## config.mk

```make
export PLATFORM = sky130hd
export DESIGN_NAME = fzsc_ctrl
export DESIGN_NICKNAME = d
export VERILOG_FILES = /design/src/design/fzsc_pkg.sv /design/src/design/fzsc_ctrl.sv
export SDC_FILE = /design/constraint.sdc
export NUM_CORES = 1
export LEC_CHECK = 0
export ABC_AREA = 1
export BUFFER_PORTS_ARGS = -buffer_cell sky130_fd_sc_hd__buf_2
export CORE_UTILIZATION = 54
export DETAILED_ROUTE_END_ITERATION = 6
export PLACE_DENSITY = 0.77
export SYNTH_ARGS = -nofsm -noshare
export SYNTH_HDL_FRONTEND = slang
export SYNTH_SLANG_ARGS = --single-unit
```

## constraint.sdc

```tcl
create_clock -name clk -period 5.25 [get_ports clk]
set_input_delay 0.525 -clock clk [delete_from_list [all_inputs] [get_ports clk]]
set_output_delay 0.525 -clock clk [all_outputs]
set_load 0.01 [all_outputs]
```

## src/design/fzsc_pkg.sv

```systemverilog
// Shared types and constants for the four-list zero-sum counter.
// Used by fzsc_ctrl, fzsc_dp and the top level; depends on nothing.
package fzsc_pkg;

	localparam int VAL_W = 32;
	localparam int SUM_W = 33;
	localparam int CNT_W = 17;
	localparam logic [CNT_W-1:0] CNT_MAX = '1;

	localparam logic CMD_LOAD  = 1'b0;
	localparam logic CMD_COUNT = 1'b1;

	localparam logic [1:0] LIST_A = 2'd0;
	localparam logic [1:0] LIST_B = 2'd1;
	localparam logic [1:0] LIST_C = 2'd2;
	localparam logic [1:0] LIST_D = 2'd3;

	typedef struct packed {
		logic              command;
		logic [1:0]        list_select;
		logic signed [VAL_W-1:0] element_value;
	} req_t;

	typedef struct packed {
		logic [CNT_W-1:0] quadruple_count;
		logic             load_dropped;
	} rsp_t;

	// Commands from the sequencer to the datapath
	typedef struct packed {
		logic ld_wr;     // append the request value to a list
		logic drop_set;  // a load met a full list
		logic rd_en;     // read two list entries
		logic pair_wr;   // write a pair sum (takes effect in the datapath in the cycle after)
		logic ab_load;   // latch the A+B pair sum
		logic scan_rd;   // read one C+D pair sum for comparison
		logic cnt_clr;   // clear the running count
		logic out_load;  // load the result register
	} cmd_t;

endpackage

```

## src/design/fzsc_ctrl.sv

```systemverilog
// Sequencer of the four-list zero-sum counter: handshakes, list fill counts,
// loop counters and datapath commands. Depends on fzsc_pkg.
module fzsc_ctrl #(
	parameter int MAX_LEN = 16
) (
	input  logic                 clk,
	input  logic                 arst_n,
	input  logic                 req_valid,
	output logic                 req_stall,
	input  fzsc_pkg::req_t       req,
	output logic                 rsp_valid,
	input  logic                 rsp_stall,
	output fzsc_pkg::cmd_t       cmd,
	output logic [2+((MAX_LEN > 1) ? $clog2(MAX_LEN) : 1)-1:0] wr_addr,
	output logic [2+((MAX_LEN > 1) ? $clog2(MAX_LEN) : 1)-1:0] rd0_addr,
	output logic [2+((MAX_LEN > 1) ? $clog2(MAX_LEN) : 1)-1:0] rd1_addr,
	output logic [((MAX_LEN > 1) ? $clog2(MAX_LEN*MAX_LEN) : 1)-1:0] pair_addr
);
	import fzsc_pkg::*;

	localparam int IW  = (MAX_LEN > 1) ? $clog2(MAX_LEN) : 1;
	localparam int FW  = $clog2(MAX_LEN + 1);
	localparam int PAW = (MAX_LEN > 1) ? $clog2(MAX_LEN*MAX_LEN) : 1;
	localparam int PW  = $clog2(MAX_LEN*MAX_LEN + 1);

	localparam logic [2:0] S_IDLE  = 3'd0;
	localparam logic [2:0] S_START = 3'd1;
	localparam logic [2:0] S_BUILD = 3'd2;
	localparam logic [2:0] S_ABRD  = 3'd3;
	localparam logic [2:0] S_ABSUM = 3'd4;
	localparam logic [2:0] S_SCAN  = 3'd5;
	localparam logic [2:0] S_FIN   = 3'd6;
	localparam logic [2:0] S_OUT   = 3'd7;

	logic [2:0]    state_q;
	logic [FW-1:0] fill_q [4];
	logic [IW-1:0] i_q, j_q, k_q, l_q;
	logic [PW-1:0] p_q;
	logic [PAW-1:0] q_q;
	logic          rsp_valid_q;
	logic          ld_acc, cnt_acc, full, any_empty, out_space;
	logic          last_i, last_j, last_k, last_l, last_q;

	assign req_stall = (state_q != S_IDLE);
	assign ld_acc    = req_valid && !req_stall && req.command == CMD_LOAD;
	assign cnt_acc   = req_valid && !req_stall && req.command == CMD_COUNT;
	assign full      = fill_q[req.list_select] == FW'(MAX_LEN);
	assign any_empty = fill_q[LIST_A] == '0 || fill_q[LIST_B] == '0 ||
		fill_q[LIST_C] == '0 || fill_q[LIST_D] == '0;
	assign out_space = !rsp_valid_q || !rsp_stall;
	assign rsp_valid = rsp_valid_q;

	assign last_i = FW'(i_q) == fill_q[LIST_A] - FW'(1);
	assign last_j = FW'(j_q) == fill_q[LIST_B] - FW'(1);
	assign last_k = FW'(k_q) == fill_q[LIST_C] - FW'(1);
	assign last_l = FW'(l_q) == fill_q[LIST_D] - FW'(1);
	assign last_q = PW'(q_q) == p_q - PW'(1);

	// Commands and addresses
	always_comb begin
		cmd.ld_wr    = ld_acc && !full;
		cmd.drop_set = ld_acc && full;
		cmd.rd_en    = state_q == S_BUILD || state_q == S_ABRD;
		cmd.pair_wr  = state_q == S_BUILD;
		cmd.ab_load  = state_q == S_ABSUM;
		cmd.scan_rd  = state_q == S_SCAN;
		cmd.cnt_clr  = cnt_acc;
		cmd.out_load = state_q == S_OUT && out_space;
		wr_addr      = {req.list_select, fill_q[req.list_select][IW-1:0]};
		if (state_q == S_BUILD) begin
			rd0_addr = {LIST_C, k_q};
			rd1_addr = {LIST_D, l_q};
			pair_addr = p_q[PAW-1:0];
		end else begin
			rd0_addr = {LIST_A, i_q};
			rd1_addr = {LIST_B, j_q};
			pair_addr = q_q;
		end
	end

	// Sequencer
	always_ff @(posedge clk or negedge arst_n) begin
		if (!arst_n) begin
			state_q     <= S_IDLE;
			fill_q      <= '{default: '0};
			i_q         <= '0;
			j_q         <= '0;
			k_q         <= '0;
			l_q         <= '0;
			p_q         <= '0;
			q_q         <= '0;
			rsp_valid_q <= 1'b0;
		end else begin
			// Response valid: set on a result load, dropped once taken
			if (cmd.out_load) begin
				rsp_valid_q <= 1'b1;
			end else if (rsp_valid_q && !rsp_stall) begin
				rsp_valid_q <= 1'b0;
			end
			case (state_q)
				S_IDLE: begin
					if (cmd.ld_wr) begin
						fill_q[req.list_select] <= fill_q[req.list_select] + FW'(1);
					end
					if (cnt_acc) begin
						state_q <= S_START;
					end
				end
				S_START: begin
					k_q <= '0;
					l_q <= '0;
					p_q <= '0;
					state_q <= any_empty ? S_FIN : S_BUILD;
				end
				S_BUILD: begin
					p_q <= p_q + PW'(1);
					if (last_l) begin
						l_q <= '0;
						k_q <= k_q + IW'(1);
						if (last_k) begin
							i_q <= '0;
							j_q <= '0;
							state_q <= S_ABRD;
						end
					end else begin
						l_q <= l_q + IW'(1);
					end
				end
				S_ABRD: begin
					state_q <= S_ABSUM;
				end
				S_ABSUM: begin
					q_q <= '0;
					state_q <= S_SCAN;
				end
				S_SCAN: begin
					q_q <= q_q + PAW'(1);
					if (last_q) begin
						state_q <= (last_j && last_i) ? S_FIN : S_ABRD;
						if (last_j) begin
							j_q <= '0;
							i_q <= i_q + IW'(1);
						end else begin
							j_q <= j_q + IW'(1);
						end
					end
				end
				S_FIN: begin
					state_q <= S_OUT;
				end
				S_OUT: begin
					if (out_space) begin
						fill_q      <= '{default: '0};
						state_q     <= S_IDLE;
					end
				end
				default: begin
					state_q <= S_IDLE;
				end
			endcase
		end
	end

	a_fill_bound: assert property (@(posedge clk) disable iff (!arst_n)
		fill_q[LIST_A] <= FW'(MAX_LEN) && fill_q[LIST_D] <= FW'(MAX_LEN))
		else $error("list fill beyond capacity");
	a_no_overwrite: assert property (@(posedge clk) disable iff (!arst_n)
		cmd.out_load |-> (!rsp_valid_q || !rsp_stall))
		else $error("result overwritten while stalled");
	a_result_valid: assert property (@(posedge clk) disable iff (!arst_n)
		cmd.out_load |=> rsp_valid_q && state_q == S_IDLE)
		else $error("result not presented");
	a_count_starts: assert property (@(posedge clk) disable iff (!arst_n)
		cnt_acc |=> state_q == S_START)
		else $error("count request not started");

endmodule

```

# Word-level counts from Yosys, hierarchy flattened
# Cells that the tools add are included.
# W data, S select, Z words.
dict set report totals {
  reg_bits 57
  inputBits 39
  out_inout_bits 36
  word_cells 118
}
dict set report op_classes {
  n_addsub 12
  n_lt_le_gt_ge 2
  eq_ne 20
  mux 36
  bitwise_logic 2
  n_reduce_logical 34
}
# op count
set op_table {}
lappend op_table {{$mux W20} 2}
lappend op_table {{$pmux W20 S2} 1}
lappend op_table {{$mux W4} 8}
lappend op_table {{$pmux W4 S2} 4}
lappend op_table {{$pmux W3 S8} 1}
lappend op_table {{$mux W3} 7}
lappend op_table {{$bwmux W20} 1}
lappend op_table {{$eq A4 B5 Y1} 4}
lappend op_table {{$logic_not A5 Y1} 4}
lappend op_table {{$sub A5 B1 Y5 const B} 4}
lappend op_table {{$pmux W9 S2} 1}
lappend op_table {{$add A4 B1 Y4 const B} 4}
lappend op_table {{$pmux W8 S2} 1}
lappend op_table {{$mux W5} 3}
lappend op_table {{$eq A3 B3 Y1 const B} 4}
lappend op_table {{$mux W6} 2}
lappend op_table {{$bmux W5 S2} 1}
lappend op_table {{$demux W5 S2} 1}
lappend op_table {{$reduce_and A5 Y1} 2}
lappend op_table {{$reduce_bool A2 Y1} 5}
lappend op_table {{$add A9 B1 Y9 const B} 1}
lappend op_table {{$eq A8 B9 Y1} 1}
lappend op_table {{$logic_and A1 B1 Y1} 9}
lappend op_table {{$sub A9 B1 Y9 const B} 1}
lappend op_table {{20 further kinds} 34}

# Logic depth before layout (Yosys ltp)
dict set report logic_depth {
  word_depth 9
  mapped_depth 15
  ltp_nobuf 15
}

# Least setup slack after synthesis
# No wires, ideal clock.
dict set report synth_path {
  path_kind {input to output}
  from {input port req[33] in the netlist's numbering}
  to {output port cmd[6] in the netlist's numbering}
  t_arrival_ns 1.756
  slack_ns 2.969
  cell_stages 11
  path_buffers 0
  cell_sequence {inv_2 nand2_2 inv_2 a22oi_1 nand3_2 inv_1 ha_1 inv_1 nor2_4 nand2_8 nor2_1}
}
# item line_no
set synth_lines {}
lappend synth_lines {{start: declaration} fzsc_ctrl.sv:10} ;# input fzsc_pkg::req_t req,
lappend synth_lines {{end: declaration} fzsc_ctrl.sv:13} ;# output fzsc_pkg::cmd_t cmd,

==> impl_results.md <==
* Status: finished clean
* Initial antenna violation count at 0
* Multiplexer area fraction after synthesis at 0%
* Syn Area/Cell at 6.835 sq um
* TritonCTS clock tree: done
* Starting Density at a little under three fifths
* Critical R2R Launch: p_q[0]$_DFFE_PN0N_
* Routability cong. at between 0.8 and 0.9
* Post-Synthesis Net Count at 727
* Aggregate global-route resource usage at between 20% and 30%
* FILL cells at 791
* Yosys reg bits at 57
* Synth area leader: dfrtp_1
* Final-report hold violation count at 0
* Die X at 94.37 um
* Routed WL per cell at 13.23 um
* Row cnt at 33
* Lkg Pwr at about 2.7 nW
* Synth Area in XOR/XNOR at about 4.4%
* Part of the power in the clock network at roughly 18%
* RSZ-0062 raised after global routing: no
* N_diodes at 0
* TritonCTS sink count at 57
* Int Pwr at ~0.0012 W
* First-pass GRT wire length at around 18000 um
* Sum of buffers and inverters on the critical path at 6
* Commonest cells after routing, fill and taps aside: nand2_1, inv_1, nor2_1, nand3_1, dfrtp_1
* Max cap viols at 0
* Sw frac at 48.39%
* Synth Area in Compound Gates at approximately 9%
* R2r worst-path depth at 13
* CP max stage delay at around 0.24 ns
* Final HPWL DP at between 8000 and 9000 um
* Post-CTS Repair Setup Buffers at 0
* Cts hold-fix bufs at 0
* Number of I/O pins at 75
* FF-to-FF End: j_q[3]$_DFFE_PN0P_
* Simple-gate share of the synthesized area at 40.52%
* CP Cell Sequence: buf_2 > inv_2 > nand2_2 > inv_2 > a22oi_1 > nand3_2 > inv_1 > ha_1 > inv_1 > nor2_4 > nand2_8 > nor2_1 > buf_2
* Fin crit share at about half
* Largest net degree at the start of global routing at 58
* Final min period at 2.664 ns
* Drt via density at 5.455
* Worst reg2reg setup slack at between 3 and 4 ns
* Starting DRT DRC Count at 208
* Final #Nets at roughly 760
* Most common cell after layout, fill and taps aside: nand2_1
* Input/output buffers at 40
* Setup CP Type: in -> out
* H-tree levels at 3
* Setup_tns at 0 ns
* Clock Skews at 0.01161 ns
* Max Freq at roughly 380 MHz
* Max FO, Critical Path at 9
* PD cells at roughly 470 nW/um^2
* Gates resized, CTS repair at 0
* Distinct cells, synth at 44
* Clock latency on the worst-skew pair at approximately 0.34 ns
* Num CTS Buffers at 9
* Vias in the first global route at about 4000
* Combinational fraction of design power at 53.1%
* CP endpoint kind: primary output
* Top delay family on crit path: simple AND/OR/NAND/NOR gates
* Register area share after synthesis at a little over 30%
* Critical path arrival at between 2 and 2.5 ns
* Routed Wire Length at about 11000 um
* Peak supply drop at between 200 and 250 uV
* DRC violations left at 0
* Worst-margin pin slew at 0.7639 ns
* Final hold slack at roughly 0.33 ns
* Switch Pwr at roughly 0.0011 W
* DIE AREA at ~9000 sq um
* Slew Limit Fails at 0
* Synthesized area at approximately 4600 sq um
* Share of the synthesized area in the top cell type at between 30% and 40%
* Root buf cell: clkbuf_8
* Seq pwr share at around 29%
* Slew HR at 49.08%
* Clock slew seen by the registers of the worst setup and hold paths at around 0.080 ns
* Top post-synthesis cells by area: dfrtp_1, nand2_1, nand3_1
* Core Footprint at 8217 sq um
* Final setup fails at 0
* Startpoint Class: input pin
* Post-Synth Adder-Cell Area at approximately 3.8%
* Antenna violation net count after detailed routing at 0
* Die height at about 94 um
* Total of warnings raised by yosys at 0
* Synth Instances at about 670
* Crit-path slowest cell: nand3_2
* Worst Path Required at between 4 and 5 ns
* DRT Pass-1 Iters at 4
* GR Overflow Total at 0
* Hold WC Path Type: in -> async
* Share of layout cells above drive strength 1 at 15.37%
* Clock Path Buffers at 2
* Largest family of logic cells by synthesized area: simple AND/OR/NAND/NOR gates
* Via count at between 4000 and 5000
* Area Overhead vs Synth at 8.256%
## Yosys cell counts (all sizes together)
master  instances
dfrtp          57
nand2b          1
inv            90
o21bai          3
nand3b          3
buf            17
nand4           9
a22oi           2
nand3          70
conb            2
a21oi          13
o22ai          10
xnor2          11
o21ai          31
a31oi           2
or2             2
nor3b           2
o32ai           5
clkbuf          7
ha             14
nor2           88
nor3            7
nand2         215
xor2           12
nor4            1
## how the worst max path moves through the flow
stage             from  endpoint  slack [ns]  cells past startpoint
2_1_floorplan  req[33]    cmd[6]        2.97                     11
3_3_place_gp   req[33]    cmd[6]        2.64                     13
3_5_place_dp   req[33]    cmd[6]        2.60                     13
4_1_cts        req[33]    cmd[6]        2.59                     13
5_1_grt        req[33]    cmd[6]        2.40                     13
6_report       req[33]    cmd[6]        2.59                     13
## sequential cells by signal, indices dropped and copies added, names as in the netlist
name       cells
q_q            8
i_q            4
fill_q        20
state_q        3
p_q            9
rsp_valid      1
k_q            4
j_q            4
l_q            4
## power by group through the flow
stage                     registers (W)  logic (W)  clock network (W)
after global routing           0.000687    0.00140           0.000445
after CTS                      0.000671    0.00124           0.000424
after global placement         0.000674    0.00119                  0
final                          0.000672    0.00123           0.000416
after floorplan                0.000631    0.00101                  0
after detailed placement       0.000678    0.00123                  0
## per-layer routing
layer | wire [um] | track usage [%]
met2 | 5377 | 45.35
met4 | 316 | 10.26
met1 | 4616 | 30.65
met5 | 0 | 0
met3 | 458 | 5.556
## through the flow
step	instances	power [W]	setup WS (ns)	area, sq um	utilization, %
6_report	814	0.002322	2.586	4987	60.70
2_1_floorplan	674	0.001636	2.969	4607	-
3_3_place_gp	798	0.001867	2.637	4792	58.32
5_1_grt	814	0.002535	2.402	4987	60.70
3_5_place_dp	798	0.001910	2.600	4792	58.32
4_1_cts	814	0.002334	2.592	4987	60.70
## area by class of cell
class	instances	area, sq um	share of cell area [%]
clock buffer	10	137.6	2.760
sequential	57	1426	28.60
timing repair buffer	43	222.7	4.466
clock inverter	6	57.56	1.154
multi-input combinational	503	2674	53.61
inverter	90	337.8	6.774
tap	105	131.4	2.634
## cells by family after synthesis
| logic type | count (synthesis) |
|---|---|
| fa+ha+maj | 14 |
| simple gates | 398 |
| flops | 57 |
| buf+inv | 114 |
| other cells | 2 |
| compound gates | 66 |
| xor+xnor | 23 |
(Power assumes the default switching activity.)
